[config.mk]
export PLATFORM = sky130hd
export DESIGN_NAME = dado_div
export DESIGN_NICKNAME = d
export VERILOG_FILES = /design/src/rtl/dado_pkg.sv /design/src/rtl/dado_div.sv
export SDC_FILE = /design/constraint.sdc
export NUM_CORES = 1
export LEC_CHECK = 0
export BUFFER_PORTS_ARGS = -buffer_cell sky130_fd_sc_hd__buf_2
export CORE_MARGIN = 2
export CORE_UTILIZATION = 50
export CTS_BUF_LIST = sky130_fd_sc_hd__clkbuf_8 sky130_fd_sc_hd__clkbuf_16
export CTS_CLUSTER_DIAMETER = 100
export DETAILED_ROUTE_END_ITERATION = 16
export GPL_TIMING_DRIVEN = 0
export PLACE_DENSITY = 0.82
export SLEW_MARGIN = 20
export SYNTH_ARGS = -nofsm -noshare
export SYNTH_HDL_FRONTEND = slang
export SYNTH_SLANG_ARGS = --single-unit
[constraint.sdc]
create_clock -name i_clk -period 3.95 [get_ports i_clk]
set_input_delay 0.9875 -clock i_clk [delete_from_list [all_inputs] [get_ports i_clk]]
set_output_delay 0.9875 -clock i_clk [all_outputs]
set_load 0.02 [all_outputs]
[src/rtl/dado_pkg.sv]
// ----------------------------------------------------------------------------
// dado_pkg
// shared types, constants and the cordic arctangent table for the odometry
// ----------------------------------------------------------------------------
`default_nettype none

package dado_pkg;

    localparam int MAG_W  = 34;             // multiplier operand magnitude
    localparam int HALF_W = MAG_W / 2;      // multiplier partial width
    localparam int PROD_W = 2 * MAG_W;      // product magnitude
    localparam int DIV_W  = 64;             // quotient width
    localparam int DEN_W  = 63;             // numerator and divisor magnitude
    localparam int TRIG_W = 34;             // cordic x, y, z width
    localparam int IN_W   = 48;             // slave tdata width
    localparam int OUT_W  = 96;             // master tdata width

    localparam logic [31:0]              QUARTER_TURN = 32'h4000_0000;
    localparam logic [MAG_W-1:0]         RAD_TO_BAM   = 34'd683565276;
    localparam logic signed [TRIG_W-1:0] CORDIC_GAIN  = 34'sd652032874;
    localparam logic signed [MAG_W-1:0]  ONE_Q30      = 34'sd1073741824;
    localparam logic [DEN_W-1:0]         SMALL_H      = 63'd67108864;
    localparam logic [31:0]              DPC_RST      = 32'd125829;
    localparam logic [23:0]              WB_RST       = 24'd1245184;
    localparam logic [4:0]               CORDIC_LAST  = 5'd30;

    typedef enum logic {
        CFG_DPC = 1'b0,
        CFG_WB  = 1'b1
    } t_cfg_idx;

    typedef enum logic [5:0] {
        S_IDLE, S_D1, S_D1W, S_D2, S_D2W, S_CHK,
        S_TH, S_THW, S_THD, S_THDW, S_HQ, S_HQW,
        S_SQ1, S_SQ1W, S_SQ2, S_SQ2W, S_DV6, S_DV6W, S_DV120, S_DV120W,
        S_CH, S_CHW, S_SD, S_SDW, S_LEN, S_LENW,
        S_CD, S_CDW, S_MX, S_MXW, S_MY, S_MYW, S_UPD
    } t_state;

    typedef struct packed {
        logic              go;
        logic              neg;
        logic [MAG_W-1:0]  a;
        logic [MAG_W-1:0]  b;
    } t_mul_req;

    typedef struct packed {
        logic              done;
        logic              neg;
        logic [PROD_W-1:0] p;
    } t_mul_rsp;

    typedef struct packed {
        logic             go;
        logic             neg;
        logic [DEN_W-1:0] num;
        logic [DEN_W-1:0] den;
    } t_div_req;

    typedef struct packed {
        logic                    done;
        logic signed [DIV_W-1:0] q;
    } t_div_rsp;

    typedef struct packed {
        logic        go;
        logic [31:0] ang;
    } t_cor_req;

    typedef struct packed {
        logic                     done;
        logic signed [TRIG_W-1:0] c;
        logic signed [TRIG_W-1:0] s;
    } t_cor_rsp;

    function automatic logic [31:0] f_atan(input logic [4:0] i);
        logic [31:0] v;
        unique case (i)
            5'd0:  v = 32'd536870912;
            5'd1:  v = 32'd316933406;
            5'd2:  v = 32'd167458907;
            5'd3:  v = 32'd85004756;
            5'd4:  v = 32'd42667331;
            5'd5:  v = 32'd21354465;
            5'd6:  v = 32'd10679838;
            5'd7:  v = 32'd5340245;
            5'd8:  v = 32'd2670163;
            5'd9:  v = 32'd1335087;
            5'd10: v = 32'd667544;
            5'd11: v = 32'd333772;
            5'd12: v = 32'd166886;
            5'd13: v = 32'd83443;
            5'd14: v = 32'd41722;
            5'd15: v = 32'd20861;
            5'd16: v = 32'd10430;
            5'd17: v = 32'd5215;
            5'd18: v = 32'd2608;
            5'd19: v = 32'd1304;
            5'd20: v = 32'd652;
            5'd21: v = 32'd326;
            5'd22: v = 32'd163;
            5'd23: v = 32'd81;
            5'd24: v = 32'd41;
            5'd25: v = 32'd20;
            5'd26: v = 32'd10;
            5'd27: v = 32'd5;
            5'd28: v = 32'd3;
            5'd29: v = 32'd1;
            5'd30: v = 32'd1;
            default: v = 32'd0;
        endcase
        return v;
    endfunction

endpackage

`default_nettype wire

[src/rtl/dado_div.sv]
// ----------------------------------------------------------------------------
// dado_div
// restoring divider, one quotient bit per cycle, rounds half away from zero
// ----------------------------------------------------------------------------
`default_nettype none

module dado_div (
    input  wire logic              i_clk,
    input  wire logic              i_rst_n,
    input  dado_pkg::t_div_req     i_req,
    output dado_pkg::t_div_rsp     o_rsp
);
    import dado_pkg::*;

    logic              r_busy;
    logic              r_done;
    logic [5:0]        r_cnt;
    logic              r_neg;
    logic [DIV_W-1:0]  r_nq;
    logic [DEN_W-1:0]  r_rem;
    logic [DEN_W-1:0]  r_den;
    logic [DIV_W-1:0]  w_trial;
    logic [DIV_W-1:0]  w_sub;
    logic              w_ge;

    assign w_trial = {r_rem, r_nq[DIV_W-1]};
    assign w_ge    = w_trial >= {1'b0, r_den};
    assign w_sub   = w_trial - {1'b0, r_den};

    always_ff @(posedge i_clk) begin
        if (!i_rst_n) begin
            r_busy <= 1'b0;
            r_done <= 1'b0;
            r_cnt  <= '0;
        end else begin
            r_done <= 1'b0;
            if (i_req.go) begin
                r_busy <= 1'b1;
                r_cnt  <= '0;
            end else if (r_busy) begin
                r_cnt <= r_cnt + 6'd1;
                if (&r_cnt) begin
                    r_busy <= 1'b0;
                    r_done <= 1'b1;
                end
            end
        end
    end

    // numerator is pre-biased by half the divisor for rounding
    always_ff @(posedge i_clk) begin
        if (i_req.go) begin
            r_nq  <= {1'b0, i_req.num} + {2'b0, i_req.den[DEN_W-1:1]};
            r_rem <= '0;
            r_den <= i_req.den;
            r_neg <= i_req.neg;
        end else if (r_busy) begin
            r_nq  <= {r_nq[DIV_W-2:0], w_ge};
            r_rem <= w_ge ? w_sub[DEN_W-1:0] : w_trial[DEN_W-1:0];
        end
    end

    assign o_rsp.done = r_done;
    assign o_rsp.q    = r_neg ? -$signed(r_nq) : $signed(r_nq);

endmodule

`default_nettype wire

==> flow_summary_export.csv <==
group,metric,value,unit
grt,gr-usage-met2,50.79,%
die,die_h,186.7,um
synthesis,yosysSeqAreaShare,31.56,%
routing,detail_route.wl_per_cell,21.45,um
sta,drv_slew,0,
routing,first_pass_iters,6,
worst_hold_path,hold-path-cell-count,2,
synthesis,syn_area,16680,um2
sta,holdWs,0.4897,ns
pwr,cellPowerDensity,385.3,nW/um2
sta,min_period_over_period,119.9,%
routing,vias_per_cell,6.237,
setup_path,critPathKind,"flip-flop to output pin",
final_layout,multi_input_area,11210,um2
pwr,pwr-share-clk,23.6,%
setup_path,r2r_slack,0.12,ns
final_layout,nFillCells,2925,
cts,htree_levels,4,
grt,grt.total_usage,32.28,%
final_layout,mostFrequentLayoutCell,"nand2_1",
final_layout,layout.cells.non_filler,2695,
worst_hold_path,holdPathEnd,"r_rem[7]",
pwr,power.leakage,8.188,nW
grt,use_met1,43.59,%
routing,ant_nets,0,
cts,cts_tree,"yes",
synthesis,yosysUniqueCellTypes,77,
run_status,violations,"setup timing",
final_layout,layout-drive-gt1-share,18.61,%
synthesis,synth_edf_count,128,
setup_path,cp.required,2.96,ns
setup_path,r2r-end,"r_rem[51]",
setup_path,setup.worst_path.start_class,"flip-flop",
worst_hold_path,hold_path.class,"flip-flop to flip-flop",
place,placedInstanceArea,18340,um2
pwr,swShare,39.69,%
setup_path,arrival,3.75,ns
synthesis,async_reset_ff_share,0,%
final_layout,syn_to_final_growth,18.71,%
grt,top_usage_layer,"met2",
grt,antenna_found_initial,3,
setup_path,reg2reg_depth,14,
sta,setup_viol,28,
synthesis,yosys_warnings,0,
pwr,p_comb_share,40.1,%
place,place_congestion,1.001,
synthesis,syn_nets,2244,
routing,drc,0,
sta,hold_violations,0,
final_layout,layout_common_cells,"239 x nand2_1, 174 x buf_2, 156 x a21oi_1, 149 x nor2_1, 128 x edfxtp_1",
cts,cts_buffers,17,
die,initial_utilization,51.02,%
pwr,p_int,4.602,mW
final_layout,final_area,19810,um2
sta,fmax,0.2111,GHz
sta,tightestPinTransition,1.165,ns
grt,gr-total-overflow,0,
sta,fin_worst_skew,0.01516,ns
worst_hold_path,hold_start,"r_rem[7]",
cts,insertion_delay,0.47,ns
routing,drt-total-wl,57820,um
pwr,peakVddDrop,359.0,uV
place,io_buffers,194,
final_layout,seq_area,5265,um2
grt,grt_pass1_vias,15948,
sta,fin_crit,4.738,ns
sta,slew_headroom,22.36,%
cts,cts-root-buf,"clkbuf_16",
cts,numClockSinks,199,
synthesis,ys.flop_type,"edfxtp_1",
sta,rsz0062_at_grt,"true",
pwr,power.switching,3.029,mW
flow_run,maxCapViolCount,0,
pwr,seq_power_share,36.3,%
setup_path,critPathCaptureType,"output pin",
run_status,status,"finished with violations",
die,dieArea,34840,um2
die,core_area,32700,um2
cts,clkTransAtPathRegs,0.08,ns
final_layout,final_util,60.56,%
place,place.detailed.instances,2623,
setup_path,r2r-start,"r_nq[63]",
routing,num_vias,16808,
grt,use_met3,4.589,%
synthesis,synth_cells,1985,
die,die_w,186.7,um
grt,grt_max_degree,62,
setup_path,crit_fanout,5,
synthesis,syn_avg_cell_area,8.405,um2
die,rows,66,
synthesis,synth_seq_cells,199,
sta,setup_ws,-0.7880,ns
routing,dr.first_iter.drc_count,1757,
die,ios,195,
grt,grt_first_pass_wirelength,88710,um
cts,clockBufferDepth,2,
final_layout,nNetsFinal,2497,
place,dpl.hpwl,44650,um
sta,setup_tns,-10.55,ns
[layer usage]
metal  vias up  wire length, um
li1       7852                -
met3       139             4682
met4         0             2603
met2       830            26070
met5         -                0
met1      7987            24470
[metrics by stage]
step,setup slack (ns),total power [mW]
6_report,-0.7880,7.631
3_5_place_dp,-0.8955,5.568
4_1_cts,-0.8264,7.483
2_1_floorplan,-0.08514,4.683
3_3_place_gp,-1.716,5.520
5_1_grt,-0.8107,7.978
[cell type report]
cell class                      count  area share [%]
Multi-Input combinational cell   1589           56.62
Tap cell                          442           2.792
Sequential cell                   199           26.58
Antenna cell                        2         0.02527
Clock buffer                       17           2.148
Clock inverter                     15          0.8150
Buffer                             99           2.060
Timing Repair Buffer              235           7.088
Inverter                           97           1.864
[power by group through the flow]
stage | sequential, mW | combinational [mW] | clock (mW)
detailed placement | 2.78 | 2.78 | 0
finish | 2.77 | 3.06 | 1.80
CTS | 2.75 | 2.93 | 1.80
floorplan | 2.70 | 1.98 | 0
global route | 2.80 | 3.30 | 1.88
global placement | 2.78 | 2.74 | 0
[synthesized netlist by cell type (25+ instances only)]
master      n  share of area, %
a21oi_1   156               4.7
xnor2_1   123               6.5
nor2_1    150               3.4
nor3_1     32              0.96
a311oi_1   44               2.3
nand3_1    48               1.4
nand2_1   246               5.5
ha_1      127               9.5
dfxtp_1    71               8.5
o21ai_0   111               3.3
nand4_1    45               1.7
edfxtp_1  128                23
a211oi_1   26               1.2
xor2_1     46               2.4
o31ai_1    30               1.3
inv_1      96               2.2
clkbuf_1   93               2.1
or3_1      26              0.97
mux2_2     50               3.4
o21bai_1   25               1.1
a21o_1     61               2.7
[critical path, stage by stage (launching register included)]
cell and delay (ns):
edfxtp_1 0.43, or4_4 0.56, or3_4 0.36, nor2_4 0.13, and2_4 0.16, nand2_4 0.05, or3_4 0.34, or2_4 0.25
or3_4 0.40, o31ai_4 0.29, xnor2_2 0.14, buf_4 0.16
[logic make-up after synthesis]
group | after synthesis | synth area share (%)
flip-flops | 199 | 31.56
XOR/XNOR | 169 | 8.872
AND/OR/NAND/NOR | 637 | 17.83
AO/OA/AOI/OAI | 595 | 23.56
multiplexers | 59 | 3.915
adder cells (fa/ha/maj) | 129 | 9.764
buffers and inverters | 197 | 4.500
[flip-flops by register name (all words and copies together), names as in the netlist]
register and flops:
r_nq 64, r_den 63, r_rem 63, r_cnt 6, r_busy 1, r_done 1, r_neg 1
[how the worst max path moves through the flow]
stage | startpoint | endpoint | depth (start not counted)
after detailed placement | i_req[11] | r_nq[53] | 12
after floorplan | r_nq[15] | o_rsp[57] | 10
after global placement | i_req[127] | r_nq[0] | 4
after CTS | r_nq[13] | o_rsp[63] | 11
after global routing | r_nq[13] | o_rsp[59] | 11
final | r_nq[13] | o_rsp[63] | 11
[timing repair]
item                                    CTS  global route
pin swaps                                26            23
setup buffers                            26            17
resized for setup                        85            59
hold buffers                              0             0
gates cloned                              0             0
endpoints found under the setup margin  104           104
Power figures use the tool's default switching activity.
