--- src/rtl/dado_pkg.sv ---
// ----------------------------------------------------------------------------
// dado_pkg
// shared types, constants and the cordic arctangent table for the odometry
// ----------------------------------------------------------------------------
`default_nettype none

package dado_pkg;

    localparam int MAG_W  = 34;             // multiplier operand magnitude
    localparam int HALF_W = MAG_W / 2;      // multiplier partial width
    localparam int PROD_W = 2 * MAG_W;      // product magnitude
    localparam int DIV_W  = 64;             // quotient width
    localparam int DEN_W  = 63;             // numerator and divisor magnitude
    localparam int TRIG_W = 34;             // cordic x, y, z width
    localparam int IN_W   = 48;             // slave tdata width
    localparam int OUT_W  = 96;             // master tdata width

    localparam logic [31:0]              QUARTER_TURN = 32'h4000_0000;
    localparam logic [MAG_W-1:0]         RAD_TO_BAM   = 34'd683565276;
    localparam logic signed [TRIG_W-1:0] CORDIC_GAIN  = 34'sd652032874;
    localparam logic signed [MAG_W-1:0]  ONE_Q30      = 34'sd1073741824;
    localparam logic [DEN_W-1:0]         SMALL_H      = 63'd67108864;
    localparam logic [31:0]              DPC_RST      = 32'd125829;
    localparam logic [23:0]              WB_RST       = 24'd1245184;
    localparam logic [4:0]               CORDIC_LAST  = 5'd30;

    typedef enum logic {
        CFG_DPC = 1'b0,
        CFG_WB  = 1'b1
    } t_cfg_idx;

    typedef enum logic [5:0] {
        S_IDLE, S_D1, S_D1W, S_D2, S_D2W, S_CHK,
        S_TH, S_THW, S_THD, S_THDW, S_HQ, S_HQW,
        S_SQ1, S_SQ1W, S_SQ2, S_SQ2W, S_DV6, S_DV6W, S_DV120, S_DV120W,
        S_CH, S_CHW, S_SD, S_SDW, S_LEN, S_LENW,
        S_CD, S_CDW, S_MX, S_MXW, S_MY, S_MYW, S_UPD
    } t_state;

    typedef struct packed {
        logic              go;
        logic              neg;
        logic [MAG_W-1:0]  a;
        logic [MAG_W-1:0]  b;
    } t_mul_req;

    typedef struct packed {
        logic              done;
        logic              neg;
        logic [PROD_W-1:0] p;
    } t_mul_rsp;

    typedef struct packed {
        logic             go;
        logic             neg;
        logic [DEN_W-1:0] num;
        logic [DEN_W-1:0] den;
    } t_div_req;

    typedef struct packed {
        logic                    done;
        logic signed [DIV_W-1:0] q;
    } t_div_rsp;

    typedef struct packed {
        logic        go;
        logic [31:0] ang;
    } t_cor_req;

    typedef struct packed {
        logic                     done;
        logic signed [TRIG_W-1:0] c;
        logic signed [TRIG_W-1:0] s;
    } t_cor_rsp;

    function automatic logic [31:0] f_atan(input logic [4:0] i);
        logic [31:0] v;
        unique case (i)
            5'd0:  v = 32'd536870912;
            5'd1:  v = 32'd316933406;
            5'd2:  v = 32'd167458907;
            5'd3:  v = 32'd85004756;
            5'd4:  v = 32'd42667331;
            5'd5:  v = 32'd21354465;
            5'd6:  v = 32'd10679838;
            5'd7:  v = 32'd5340245;
            5'd8:  v = 32'd2670163;
            5'd9:  v = 32'd1335087;
            5'd10: v = 32'd667544;
            5'd11: v = 32'd333772;
            5'd12: v = 32'd166886;
            5'd13: v = 32'd83443;
            5'd14: v = 32'd41722;
            5'd15: v = 32'd20861;
            5'd16: v = 32'd10430;
            5'd17: v = 32'd5215;
            5'd18: v = 32'd2608;
            5'd19: v = 32'd1304;
            5'd20: v = 32'd652;
            5'd21: v = 32'd326;
            5'd22: v = 32'd163;
            5'd23: v = 32'd81;
            5'd24: v = 32'd41;
            5'd25: v = 32'd20;
            5'd26: v = 32'd10;
            5'd27: v = 32'd5;
            5'd28: v = 32'd3;
            5'd29: v = 32'd1;
            5'd30: v = 32'd1;
            default: v = 32'd0;
        endcase
        return v;
    endfunction

endpackage

`default_nettype wire

--- src/rtl/dado_mul.sv ---
// ----------------------------------------------------------------------------
// dado_mul
// unsigned magnitude multiplier, one 34x17 partial product per cycle
// ----------------------------------------------------------------------------
`default_nettype none

module dado_mul (
    input  wire logic              i_clk,
    input  wire logic              i_rst_n,
    input  dado_pkg::t_mul_req     i_req,
    output dado_pkg::t_mul_rsp     o_rsp
);
    import dado_pkg::*;

    logic                     r_busy;
    logic                     r_done;
    logic                     r_ph;
    logic                     r_neg;
    logic [MAG_W-1:0]         r_a;
    logic [MAG_W-1:0]         r_b;
    logic [PROD_W-1:0]        r_p;
    logic [HALF_W-1:0]        w_bsel;
    logic [MAG_W+HALF_W-1:0]  w_part;
    logic [PROD_W-1:0]        w_shift;

    assign w_bsel  = r_ph ? r_b[MAG_W-1:HALF_W] : r_b[HALF_W-1:0];
    assign w_part  = r_a * w_bsel;
    assign w_shift = r_ph ? {w_part, {HALF_W{1'b0}}} : {{HALF_W{1'b0}}, w_part};

    always_ff @(posedge i_clk) begin
        if (!i_rst_n) begin
            r_busy <= 1'b0;
            r_done <= 1'b0;
            r_ph   <= 1'b0;
        end else begin
            r_done <= 1'b0;
            if (i_req.go) begin
                r_busy <= 1'b1;
                r_ph   <= 1'b0;
            end else if (r_busy) begin
                r_ph <= 1'b1;
                if (r_ph) begin
                    r_busy <= 1'b0;
                    r_done <= 1'b1;
                end
            end
        end
    end

    always_ff @(posedge i_clk) begin
        if (i_req.go) begin
            r_a   <= i_req.a;
            r_b   <= i_req.b;
            r_neg <= i_req.neg;
            r_p   <= '0;
        end else if (r_busy) begin
            r_p <= r_p + w_shift;
        end
    end

    assign o_rsp.done = r_done;
    assign o_rsp.neg  = r_neg;
    assign o_rsp.p    = r_p;

endmodule

`default_nettype wire

--- config.mk ---
export PLATFORM = sky130hd
export DESIGN_NAME = dado_mul
export DESIGN_NICKNAME = d
export VERILOG_FILES = /design/src/rtl/dado_pkg.sv /design/src/rtl/dado_mul.sv
export SDC_FILE = /design/constraint.sdc
export NUM_CORES = 2
export LEC_CHECK = 0
export BUFFER_PORTS_ARGS = -buffer_cell sky130_fd_sc_hd__buf_2
export CORE_MARGIN = 1.5
export CORE_UTILIZATION = 65
export CTS_BUF_LIST = sky130_fd_sc_hd__clkbuf_8 sky130_fd_sc_hd__clkbuf_16
export DETAILED_ROUTE_END_ITERATION = 6
export PLACE_DENSITY = 0.85
export SYNTH_ARGS = -nofsm -noshare
export SYNTH_HDL_FRONTEND = slang
export SYNTH_SLANG_ARGS = --single-unit
--- constraint.sdc ---
create_clock -name i_clk -period 22.1 [get_ports i_clk]
set_input_delay 4.42 -clock i_clk [delete_from_list [all_inputs] [get_ports i_clk]]
set_output_delay 4.42 -clock i_clk [all_outputs]
set_load 0.01 [all_outputs]
==> summary.txt <==
Die
  – Ports placed on the boundary: 142
  – Full die area: 44,230 sq um
  – Horizontal die dimension: 210.3 um
  – Die height: 210.3 um
  – Effective utilization at floorplan: 66.30%
  – Core Footprint: 42,130 sq um
  – Cell Rows: 75

Timing
  – Final period demand of the worst path: 11,060 ps
  – Worst Skew: 21.87 ps
  – Number of max-slew violations in the final report: 0
  – Share of the clock period used by the worst path after layout: 50.06%
  – Sum of negative setup slack: 0 ps
  – Number of hold-slack violations in the final timing report: 0
  – Total of endpoints with negative setup slack in the final report: 0
  – Setup repair after global routing missed its margin: false
  – Worst slew margin: 27.46%
  – Slew of the pin with the lowest slew margin: 1088 ps
  – Achievable Freq: 90.38 MHz
  – PnR worst setup slack: 11,040 ps

Outcome
  – Violations in the final reports: design-rule violations
  – Outcome: finished with violations

Global routing
  – Global-route usage over all layers: 36.34%
  – Via count of the first global-routing pass: 24,282
  – Remaining Overflow, GRT: 0
  – GR Layer Usage met3: 6.734%
  – GRT busiest layer: met2
  – Met1 Track Usage GR: 43.88%
  – Met2 Use GR: 60.65%
  – Number of antenna violations at the first check in global routing: 4
  – Largest net degree at the start of global routing: 84
  – Wire length of the first global-routing pass: 123,900 um

Routing
  – TritonRoute pass-1 iters: 7
  – Mean routed wirelength per cell: 20.38 um
  – DRC violations left: 2
  – Ratio of routed vias to standard cells: 6.100
  – Number of routed nets with antenna violations: 0
  – Vias after detailed routing: 23,230
  – Final routed wirelength across all metal layers: 77,610 um
  – Number of design-rule violations left by the first detailed-router iteration: 1,939

Placed design
  – Setup Slack @ Placement: 11,280 ps
  – Dpl cells: 3,772
  – Final HPWL from detailed placement: 60,110 um
  – Number of input and output port buffers inserted: 141
  – Final Wtd Congestion: 0.9714

Clocking
  – Library cell used as clock root buffer: sky130_fd_sc_hd__clkbuf_16
  – Number of buffers created by CTS: 17
  – Cts hold-fix bufs: 0
  – Clock tree buffer depth: 2
  – Clk pin slew, worst setup/hold paths: 70 ps
  – Number of clock sinks seen by CTS: 140
  – CTS tree: built
  – CTS-repair resized insts: 0
  – Number of setup buffers added after CTS: 0
  – Clk Latency, worst-skew pair: 510 ps
  – Level count of the clock H-tree: 4

Synthesis
  – Cell types with the highest counts after synthesis: sky130_fd_sc_hd__inv_1, sky130_fd_sc_hd__nand2_1, sky130_fd_sc_hd__fa_1
  – Mapped Cells: 3,248
  – Total standard cell area after synthesis: 27,930 sq um
  – Dominant cells by area after synthesis: sky130_fd_sc_hd__fa_1, sky130_fd_sc_hd__ha_1, sky130_fd_sc_hd__inv_1
  – Yosys Warn Count: 0
  – Sequential element share of the synthesized area: 12.51%
  – Number of nets produced by synthesis: 3,992
  – Library cells used by synthesis: 74
  – EDFF count, synth: 69
  – Main synth FF type: sky130_fd_sc_hd__dfxtp_1
  – Cell with the most instances after synthesis: sky130_fd_sc_hd__inv_1
  – Yosys reg bits: 140
  – Cell taking the most area after synthesis: sky130_fd_sc_hd__fa_1
  – Mean area per synthesized cell: 8.600 sq um
  – Synth top area share: 34.40%
  – Share of synthesized registers carrying an async set or reset: 0%

Setup path
  – Beginning of the worst register-to-register path: r_ph$_SDFFE_PP0P_
  – Crit path max-delay cell type: sky130_fd_sc_hd__mux2_2
  – Slowest stage delay, CP: 870 ps
  – Crit path from: r_ph$_SDFFE_PP0P_
  – Required time at the worst-slack endpoint: 22,500 ps
  – Largest driver fanout on the critical path: 61
  – Arrival time at the worst endpoint: 11,460 ps
  – Worst Setup Path Type: flip-flop to flip-flop
  – Setup crit end kind: flip-flop
  – Cell repeated most along the worst path: sky130_fd_sc_hd__fa_1
  – Worst Setup Start Kind: flip-flop

Layout
  – Synth-to-layout area growth: 5.165%
  – Number of nets at the end of the flow: 3,996
  – Layout cell share with drive strength beyond 1: 7.075%
  – Layout Cells excl Fill: 3,808

Run
  – Maximum Capacitance Violations: 0

Min path
  – Worst Hold Class: flip-flop to flip-flop
  – Origin of the worst min-delay path: r_p[63]$_SDFFE_PP0P_
[routing by layer]
metal	routed length, um	vias up
li1	-	10168
met2	38450	1256
met4	4480	0
met3	6612	336
met1	28070	11470
met5	0	-
[placed cells by master (no fill, tap or decap), types with 60 or more instances in the layout]
| cell type | count |
|---|---|
| sky130_fd_sc_hd__inv_1 | 609 |
| sky130_fd_sc_hd__nand2_1 | 494 |
| sky130_fd_sc_hd__fa_1 | 480 |
| sky130_fd_sc_hd__and2_1 | 241 |
| sky130_fd_sc_hd__ha_1 | 192 |
| sky130_fd_sc_hd__buf_2 | 140 |
| sky130_fd_sc_hd__nor2_1 | 136 |
| sky130_fd_sc_hd__a21oi_1 | 135 |
| sky130_fd_sc_hd__a21o_1 | 85 |
| sky130_fd_sc_hd__edfxtp_1 | 69 |
| sky130_fd_sc_hd__dfxtp_1 | 69 |
| sky130_fd_sc_hd__o21ai_0 | 62 |
| sky130_fd_sc_hd__xnor2_1 | 60 |
[state kept, by name, summed over array words and instances, names as in the netlist]
register,cells
r_p,68
r_a,34
r_b,34
r_busy,1
r_done,1
r_neg,1
r_ph,1
[critical path, delay by kind of cell (launching register included)]
kind	cells	cell delay, ps
mux	3	1460
compound gates	9	2820
fa+ha+maj	8	3920
flops	1	320
simple gates	8	1590
buf+inv	4	790
[per-stage QoR]
| step | instance area [sq um] | util, % | hold WS [ps] |
|---|---|---|---|
| final | 29380 | 69.72 | 494.9 |
| after global routing | 29380 | 69.72 | 521.0 |
| after CTS | 29370 | 69.70 | 494.5 |
| after detailed placement | 28750 | 68.23 | 477.0 |
| after global placement | 28750 | 68.23 | 464.7 |
| after floorplan | 27930 | - | 485.5 |
[area by class of cell]
cell class | instances | area [sq um]
Multi-Input combinational cell | 2336 | 21530
Fill cell | 3194 | 12760
Sequential cell | 140 | 3496
Inverter | 609 | 2286
Timing Repair Buffer | 148 | 764.5
Tap cell | 539 | 674.4
Clock buffer | 19 | 464.2
Clock inverter | 13 | 151.4
Antenna cell | 4 | 10.01
[final timing paths]
check | endpoint | slack, ps | cells after the start
worst max-delay path | r_p[67]$_SDFFE_PP0P_ | 11040 | 32
worst min-delay path | r_p[63]$_SDFFE_PP0P_ | 490 | 2
worst max register to register | r_p[67]$_SDFFE_PP0P_ | 11040 | 32
worst min register to register | r_p[63]$_SDFFE_PP0P_ | 490 | 2
[logic make-up after synthesis]
kind of cell             Yosys count  share of synthesized area, %
AO/OA/AOI/OAI                    455                         10.71
buffers and inverters            772                         10.42
multiplexers                      80                         3.006
flip-flops                       140                         12.51
XOR/XNOR                          96                         3.010
adder cells (fa/ha/maj)          672                         43.00
AND/OR/NAND/NOR                 1033                         17.35
Power is left out: the tool's default activity adds up to more than one toggle a clock period on the data nets, which glitch-free logic cannot reach.
