File: config.mk
export PLATFORM = sky130hd
export DESIGN_NAME = dado_cordic
export DESIGN_NICKNAME = d
export VERILOG_FILES = /design/src/rtl/dado_pkg.sv /design/src/rtl/dado_cordic.sv
export SDC_FILE = /design/constraint.sdc
export NUM_CORES = 1
export LEC_CHECK = 0
export BUFFER_PORTS_ARGS = -buffer_cell sky130_fd_sc_hd__buf_2
export CAP_MARGIN = 20
export CELL_PAD_IN_SITES_DETAIL_PLACEMENT = 1
export CELL_PAD_IN_SITES_GLOBAL_PLACEMENT = 2
export CORE_MARGIN = 2
export CORE_UTILIZATION = 34
export DETAILED_ROUTE_END_ITERATION = 7
export HOLD_SLACK_MARGIN = 0.1
export PLACE_DENSITY = 0.81
export SLEW_MARGIN = 15
export SYNTH_ARGS = -nofsm -noshare
export SYNTH_HDL_FRONTEND = slang
export SYNTH_SLANG_ARGS = --single-unit
File: constraint.sdc
create_clock -name i_clk -period 7.6 [get_ports i_clk]
set_clock_uncertainty 0.05 [all_clocks]
set_input_delay 0 -clock i_clk [delete_from_list [all_inputs] [get_ports i_clk]]
set_output_delay 0 -clock i_clk [all_outputs]
set_load 0.01 [all_outputs]
File: src/rtl/dado_pkg.sv
// ----------------------------------------------------------------------------
// dado_pkg
// shared types, constants and the cordic arctangent table for the odometry
// ----------------------------------------------------------------------------
`default_nettype none

package dado_pkg;

    localparam int MAG_W  = 34;             // multiplier operand magnitude
    localparam int HALF_W = MAG_W / 2;      // multiplier partial width
    localparam int PROD_W = 2 * MAG_W;      // product magnitude
    localparam int DIV_W  = 64;             // quotient width
    localparam int DEN_W  = 63;             // numerator and divisor magnitude
    localparam int TRIG_W = 34;             // cordic x, y, z width
    localparam int IN_W   = 48;             // slave tdata width
    localparam int OUT_W  = 96;             // master tdata width

    localparam logic [31:0]              QUARTER_TURN = 32'h4000_0000;
    localparam logic [MAG_W-1:0]         RAD_TO_BAM   = 34'd683565276;
    localparam logic signed [TRIG_W-1:0] CORDIC_GAIN  = 34'sd652032874;
    localparam logic signed [MAG_W-1:0]  ONE_Q30      = 34'sd1073741824;
    localparam logic [DEN_W-1:0]         SMALL_H      = 63'd67108864;
    localparam logic [31:0]              DPC_RST      = 32'd125829;
    localparam logic [23:0]              WB_RST       = 24'd1245184;
    localparam logic [4:0]               CORDIC_LAST  = 5'd30;

    typedef enum logic {
        CFG_DPC = 1'b0,
        CFG_WB  = 1'b1
    } t_cfg_idx;

    typedef enum logic [5:0] {
        S_IDLE, S_D1, S_D1W, S_D2, S_D2W, S_CHK,
        S_TH, S_THW, S_THD, S_THDW, S_HQ, S_HQW,
        S_SQ1, S_SQ1W, S_SQ2, S_SQ2W, S_DV6, S_DV6W, S_DV120, S_DV120W,
        S_CH, S_CHW, S_SD, S_SDW, S_LEN, S_LENW,
        S_CD, S_CDW, S_MX, S_MXW, S_MY, S_MYW, S_UPD
    } t_state;

    typedef struct packed {
        logic              go;
        logic              neg;
        logic [MAG_W-1:0]  a;
        logic [MAG_W-1:0]  b;
    } t_mul_req;

    typedef struct packed {
        logic              done;
        logic              neg;
        logic [PROD_W-1:0] p;
    } t_mul_rsp;

    typedef struct packed {
        logic             go;
        logic             neg;
        logic [DEN_W-1:0] num;
        logic [DEN_W-1:0] den;
    } t_div_req;

    typedef struct packed {
        logic                    done;
        logic signed [DIV_W-1:0] q;
    } t_div_rsp;

    typedef struct packed {
        logic        go;
        logic [31:0] ang;
    } t_cor_req;

    typedef struct packed {
        logic                     done;
        logic signed [TRIG_W-1:0] c;
        logic signed [TRIG_W-1:0] s;
    } t_cor_rsp;

    function automatic logic [31:0] f_atan(input logic [4:0] i);
        logic [31:0] v;
        unique case (i)
            5'd0:  v = 32'd536870912;
            5'd1:  v = 32'd316933406;
            5'd2:  v = 32'd167458907;
            5'd3:  v = 32'd85004756;
            5'd4:  v = 32'd42667331;
            5'd5:  v = 32'd21354465;
            5'd6:  v = 32'd10679838;
            5'd7:  v = 32'd5340245;
            5'd8:  v = 32'd2670163;
            5'd9:  v = 32'd1335087;
            5'd10: v = 32'd667544;
            5'd11: v = 32'd333772;
            5'd12: v = 32'd166886;
            5'd13: v = 32'd83443;
            5'd14: v = 32'd41722;
            5'd15: v = 32'd20861;
            5'd16: v = 32'd10430;
            5'd17: v = 32'd5215;
            5'd18: v = 32'd2608;
            5'd19: v = 32'd1304;
            5'd20: v = 32'd652;
            5'd21: v = 32'd326;
            5'd22: v = 32'd163;
            5'd23: v = 32'd81;
            5'd24: v = 32'd41;
            5'd25: v = 32'd20;
            5'd26: v = 32'd10;
            5'd27: v = 32'd5;
            5'd28: v = 32'd3;
            5'd29: v = 32'd1;
            5'd30: v = 32'd1;
            default: v = 32'd0;
        endcase
        return v;
    endfunction

endpackage

`default_nettype wire

File: src/rtl/dado_cordic.sv
// ----------------------------------------------------------------------------
// dado_cordic
// rotation cordic, 31 iterations, cosine and sine in q4.30
// ----------------------------------------------------------------------------
`default_nettype none

module dado_cordic (
    input  wire logic              i_clk,
    input  wire logic              i_rst_n,
    input  dado_pkg::t_cor_req     i_req,
    output dado_pkg::t_cor_rsp     o_rsp
);
    import dado_pkg::*;

    logic                     r_busy;
    logic                     r_done;
    logic [4:0]               r_i;
    logic [1:0]               r_q;
    logic signed [TRIG_W-1:0] r_x;
    logic signed [TRIG_W-1:0] r_y;
    logic signed [TRIG_W-1:0] r_z;
    logic [31:0]              w_sum;
    logic [1:0]               w_q;
    logic [31:0]              w_rem;
    logic signed [TRIG_W-1:0] w_dx;
    logic signed [TRIG_W-1:0] w_dy;
    logic signed [TRIG_W-1:0] w_at;

    // fold the angle into the quadrant around zero
    assign w_sum = i_req.ang + 32'h2000_0000;
    assign w_q   = w_sum[31:30];
    assign w_rem = i_req.ang - {w_q, 30'd0};
    assign w_dx  = r_x >>> r_i;
    assign w_dy  = r_y >>> r_i;
    assign w_at  = $signed({2'b00, f_atan(r_i)});

    always_ff @(posedge i_clk) begin
        if (!i_rst_n) begin
            r_busy <= 1'b0;
            r_done <= 1'b0;
            r_i    <= '0;
        end else begin
            r_done <= 1'b0;
            if (i_req.go) begin
                r_busy <= 1'b1;
                r_i    <= '0;
            end else if (r_busy) begin
                r_i <= r_i + 5'd1;
                if (r_i == CORDIC_LAST) begin
                    r_busy <= 1'b0;
                    r_done <= 1'b1;
                end
            end
        end
    end

    always_ff @(posedge i_clk) begin
        if (i_req.go) begin
            r_q <= w_q;
            r_x <= CORDIC_GAIN;
            r_y <= '0;
            r_z <= $signed({{2{w_rem[31]}}, w_rem});
        end else if (r_busy) begin
            if (!r_z[TRIG_W-1]) begin
                r_x <= r_x - w_dy;
                r_y <= r_y + w_dx;
                r_z <= r_z - w_at;
            end else begin
                r_x <= r_x + w_dy;
                r_y <= r_y - w_dx;
                r_z <= r_z + w_at;
            end
        end
    end

    always_comb begin
        unique case (r_q)
            2'd0: begin o_rsp.c = r_x;  o_rsp.s = r_y;  end
            2'd1: begin o_rsp.c = -r_y; o_rsp.s = r_x;  end
            2'd2: begin o_rsp.c = -r_x; o_rsp.s = -r_y; end
            default: begin o_rsp.c = r_y; o_rsp.s = -r_x; end
        endcase
        o_rsp.done = r_done;
    end

endmodule

`default_nettype wire

==> out/results.txt, run 1 <==
First-pass GRT wire length = 125000 um
Area grow syn2layout = 9.99%
HPWL Detailed = 61700 um
Endpoint class of the critical path = flop
RR Startpoint = r_i[0]
Tightest Hold Check Type = input pin to flop
Seq/Total Area, Yosys = 0.157
Setup-failing EPs final = 0
RR Endpoint = r_x[33]
Data required, critical path = 7.94 ns
Reg2Reg Depth = 21
CTS tree = built
Core Util, Final = 0.378
CTS H-tree lvls = 4
Main synth FF type = dfxtp_1
MaxCap Viol Count = 0
Final hold violation count = 0
Routed length on met3 = 5840 um
Hold depth = 4
Die H = 248 um
Worst-Margin Slew = 1.12 ns
Top post-synthesis cells by area = dfxtp_1 10%, mux4_2 10%, ha_1 7.1%, xnor2_1 7.0%, edfxtp_1 5.3%
Post-synth EDFFs = 36
Hold Path Origin = i_req[8]
Largest net degree at the start of global routing = 99
Post-placement cell count = 3258
Final max-slew violation count = 0
Gate Count Post-Synth = 2527
Final Critical Period = 7.09 ns
Fin nets = 2693
WP data arrival = 7.43 ns
Top sig layer = met5
RSZ-0062 raised after global routing = no
Synthesis-stage register bit count = 141
Critical Path Start Type = flop
Syn Area/Cell = 8.02 um2
Routed WL per cell = 24.5 um
Vias/cell = 6.20
Die area = 0.0616 mm2
Routed wl met2 = 37700 um
Worst Setup SP = r_i[0]
Clk root buf = clkbuf_16
Worst reg2reg setup slack = 0.51 ns
Most frequent cell after synthesis = nor2_1
Routed wire length = 81400 um
PwrDens = 468 mW/mm2
Io pins = 104
Via count = 20618
Critical path type = flop to flop
Synth cell count leaders = 245 x nor2_1, 239 x nand2_1, 184 x a21oi_1, 184 x o21ai_0, 163 x xnor2_1
Remaining antenna violation count = 0
YS warnings = 0
CTS Sinks = 141
Mapped Nets = 2680
1st-iter DRT viols = 1534
Maximum clock frequency = 141 MHz
Core Region = 0.0590 mm2
Max clock buf depth = 2
Leading area contributor after synthesis = dfxtp_1
Peak VDD IR = 0.195 mV
Setup TNS = 0 ns
Clock Pin Slew Worst Setup and Hold Paths = 0.07 ns
Non-filler instance count after layout = 3328
Congestion Overflow GR = 0
Latest clock arrival within the worst-skew pair = 0.50 ns
Met1 Wirelength = 34300 um
Synth cell types = 101
Status = complete, no violations
Antenna violations before repair = 4
Post-synth top area share = 0.104
Die W = 248 um
Cell leakage power = 9.19 nW
Number of port buffers = 103
DRC = 0
Total CTS buffers = 17
Worst relative slew slack = 0.253
Worst hold endpoint = r_z[8]
Final Cycle Share = 0.933
Vias in the first global route = 20929
Netlist Area Pre-Place = 0.0203 mm2
Total track usage = 0.264
Initial core utilization = 0.343
Gpl congestion = 1.00
Site Rows = 89
Critical Path Fanout Max = 52
Fraction of registers with async set/reset = 0
Share of cells above drive strength 1 = 0.144
DRT Pass-1 Iters = 5
-- worst max-delay path: stages (launching register included) --
cell and delay, ns:
dfxtp_4 0.86, buf_12 0.30, mux4_1 0.56, mux2_2 0.30
a22o_1 0.23, a2111oi_1 0.68, and4_4 0.37, and2_1 0.25
a21oi_1 0.12, xnor2_1 0.16, ha_1 0.35, inv_1 0.09
o21ai_0 0.23, a2111oi_0 0.10, a2bb2oi_1 0.47, a21oi_1 0.24
o211a_1 0.31, o21ai_0 0.30, a31oi_1 0.15, or3_1 0.32
a21boi_1 0.14, mux2_1 0.33
-- final cells by class --
type                    count  area [um2]
multi-input cells        2121       15900
clock buffers              18         450
diodes                      2        5.00
repair buffers            203        1410
inverters                  56         210
flip-flops and latches    141        3200
well taps                 773         967
fillers                  7106       36700
clock inverters            14         149
-- what timing repair did --
action | 4_1_cts | 5_1_grt
setup buffers | 0 | 0
resized for setup | 0 | 0
hold buffers | 36 | 0
hold endpoints to repair | 64 | 0
-- metal layers --
metal,vias to the layer above,global-route usage
met1,10196,0.336
li1,9337,-
met5,-,0
met3,250,0.0528
met2,827,0.433
met4,8,0.114
-- stage by stage --
step,total power [mW],area (um2),hold WS (ns),worst slack (ns)
after CTS,10.4,22300,0.227,0.542
after floorplan,7.23,20300,0.0625,1.77
after global placement,9.15,21300,0.189,0.674
after global routing,11.3,22300,0.254,0.0300
final,10.4,22300,0.253,0.511
after detailed placement,9.39,21300,0.205,0.580
-- layout by cell type (no fill, tap or decap), types with 40 or more instances in the layout --
| master | instances |
|---|---|
| inv_1 | 53 |
| nand2b_1 | 40 |
| nor3_1 | 44 |
| buf_4 | 61 |
| o21ai_0 | 184 |
| xnor2_1 | 163 |
| nor2_1 | 245 |
| ha_1 | 115 |
| nand2_1 | 239 |
| buf_2 | 102 |
| xor2_1 | 104 |
| a21oi_1 | 184 |
| a21o_1 | 56 |
| mux4_2 | 92 |
| mux2i_1 | 87 |
| dfxtp_1 | 99 |
-- state kept, by name, indices dropped and copies added (netlist names) --
signal and count:
w_at 30, r_i 5, r_done 1, r_z 34, r_busy 1, r_q 2
r_y 34, r_x 34
-- worst max path at each step --
stage          endpoint  slack, ns  cells past startpoint
4_1_cts         r_x[33]       0.54                     20
5_1_grt         r_x[33]       0.03                     20
2_1_floorplan   r_x[33]       1.77                     26
6_report        r_x[33]       0.51                     21
3_5_place_dp    r_x[33]       0.58                     20
3_3_place_gp    r_x[33]       0.67                     20
-- report_power, final --
group,leakage [nW],switching [mW],internal [mW]
logic,7.67,4.53,3.39
clock network,0.299,0.421,0.481
registers,1.23,0.586,1.03
total,9.19,5.54,4.90
-- kinds of logic after synthesis --
family / synth area share
flip-flops: 0.157
AND/OR/NAND/NOR: 0.180
adder cells (fa/ha/maj): 0.0745
buffers and inverters: 0.0586
AO/OA/AOI/OAI: 0.235
multiplexers: 0.180
XOR/XNOR: 0.115
Note: power is estimated with default switching activity, not from simulation.
==> run 2: changes to the inputs <==
Settings changed: CORE_ASPECT_RATIO from default to 0.5.
==> out/results.txt, run 2 (synthesis results as in run 1) <==
Pre-CTS setup slack = 0.393 ns
Share of cells above drive strength 1 = 0.141
RSZ-0062 raised after global routing = no
Latest clock arrival within the worst-skew pair = 0.48 ns
Gpl congestion = 0.960
First-pass GRT wire length = 120000 um
Die H = 177 um
Sequential Power Share = 0.164
Crit-path slowest cell = dfxtp_4
Total track usage = 0.249
Final Cycle Share = 0.927
CTS Sinks = 141
Final max-slew violation count = 0
Tightest Hold Check Type = input pin to flop
Comb pwr share = 0.746
Critical-path cell list = inv_1, buf_4, mux2i_1, o32ai_1, a221oi_1, ha_1, and3_1, and2_1, and3_1, nor2_1, xor2_1, ha_1, nand2_1, o21ai_0, a2111oi_0, and3_1, or4_1, a21boi_0, nor2_1, o21ba_2, o21ai_0, xor2_1, a22o_1
Max clock buf depth = 2
Regs by FF count = r_x: 34 flops, r_y: 34 flops, r_z: 34 flops
Clock Pin Slew Worst Setup and Hold Paths = 0.09 ns
Sw Ratio = 0.526
Site Rows = 63
Worst relative slew slack = 0.297
Power Total = 10.3 mW
Power share of the clock group = 0.090
Antenna violations before repair = 4
Post-Layout Inst Area = 0.0222 mm2
FILL cells = 7068
Final Critical Period = 7.05 ns
Psw = 5.43 mW
1st-iter DRT viols = 1805
Fin worst setup slack = 0.552 ns
Worst Path Buf+Inv = 2
Number of port buffers = 103
Total CTS buffers = 17
Sequential Area = 0.00320 mm2
Final hold violation count = 0
Commonest non-fill, non-tap cell in the layout = nor2_1
CTS tree = built
Area grow syn2layout = 9.73%
Most used cell, CP = and3_1
Setup-failing EPs final = 0
Internal power = 4.88 mW
CTS H-tree lvls = 4
Die W = 349 um
Setup TNS = 0 ns
Die area = 0.0617 mm2
Via count = 20088
Congestion Overflow GR = 0
Io pins = 104
Status = complete, no violations
PwrDens = 464 mW/mm2
DRC = 0
CP top delay family = compound AO/OA/AOI/OAI gates
Cell leakage power = 9.15 nW
Routed WL per cell = 23.5 um
Post-DP Area = 0.0213 mm2
Hold Slack = 0.273 ns
Peak VDD IR = 0.168 mV
MaxCap Viol Count = 0
Initial core utilization = 0.343
WP data arrival = 7.36 ns
Critical Path Fanout Max = 46
Core Region = 0.0590 mm2
Commonest cells after routing, fill and taps aside = 244 x nor2_1, 239 x nand2_1, 184 x a21oi_1, 184 x o21ai_0, 163 x xnor2_1
Largest net degree at the start of global routing = 108
CP peak stage delay = 0.78 ns
Vias/cell = 6.04
HPWL Detailed = 58900 um
Maximum clock frequency = 142 MHz
Fin nets = 2686
Remaining antenna violation count = 0
Routed wire length = 78000 um
Area taken by multi-input logic gates = 0.0159 mm2
DRT Pass-1 Iters = 7
Critical Path Start Type = flop
Vias in the first global route = 20046
Antenna cell count = 0
Worst-Margin Slew = 1.05 ns
Data required, critical path = 7.91 ns
Endpoint class of the critical path = flop
Clk root buf = clkbuf_16
Critical path type = flop to flop
[run 2: cell count changes in the layout (fill, tap and decap cells not counted), moves of 2 or more]
cell	before	now
clkinv_2	2	0
clkinv_8	1	3
clkinv_4	3	1
buf_4	61	55
diode_2	2	0
[run 2: cell type report]
type                            instances  share of cell area
Clock buffer                           17              0.0191
Sequential cell                       141               0.144
Inverter                               56             0.00946
Clock inverter                         15             0.00782
Multi-Input combinational cell       2121               0.715
Tap cell                              780              0.0439
Timing Repair Buffer                  196              0.0609
[run 2: timing repair]
item	4_1_cts	5_1_grt
hold buffers	35	0
setup buffers	0	1
endpoints found under the setup margin	0	3
resized for setup	0	0
endpoints found under the hold margin	70	0
[run 2: worst register-to-register path, delay by kind of cell, from the launching register on]
kind / cells / cell delay (ns)
mux: 1 / 0.44
fa+ha+maj: 2 / 0.64
buf+inv: 2 / 0.97
xor+xnor: 2 / 0.28
simple gates: 8 / 1.67
compound gates: 8 / 2.10
flops: 1 / 0.78
[run 2: final timing paths]
| kind | startpoint | endpoint | slack, ns | cells after the start |
|---|---|---|---|---|
| setup / recovery | r_i[1] | r_y[27] | 0.55 | 23 |
| hold / removal | i_rst_n | r_busy | 0.27 | 3 |
| setup reg to reg | r_i[1] | r_y[27] | 0.55 | 23 |
| hold reg to reg | r_y[0] | r_y[0] | 0.54 | 2 |
[run 2: stage by stage]
stage / utilization / instances
global route: 0.377 / 3326
finish: 0.377 / 3326
detailed placement: 0.360 / 3258
CTS: 0.376 / 3325
global placement: 0.360 / 3258
floorplan: - / 2527
[run 2: routing by layer]
metal	vias up	GRT usage	wire length, um
li1	9338	-	-
met1	9918	0.348	36200
met2	698	0.391	34100
met3	134	0.0462	5740
met4	0	0.0738	1920
met5	-	0	0
[run 2: power groups by stage]
stage               Combinational (mW)  Clock, mW  Sequential (mW)
floorplan                         6.06          0             1.17
global placement                  7.48          0             1.65
detailed placement                7.60          0             1.66
CTS                               7.67      0.957             1.65
global route                      8.54      0.974             1.70
finish                            7.69      0.927             1.69
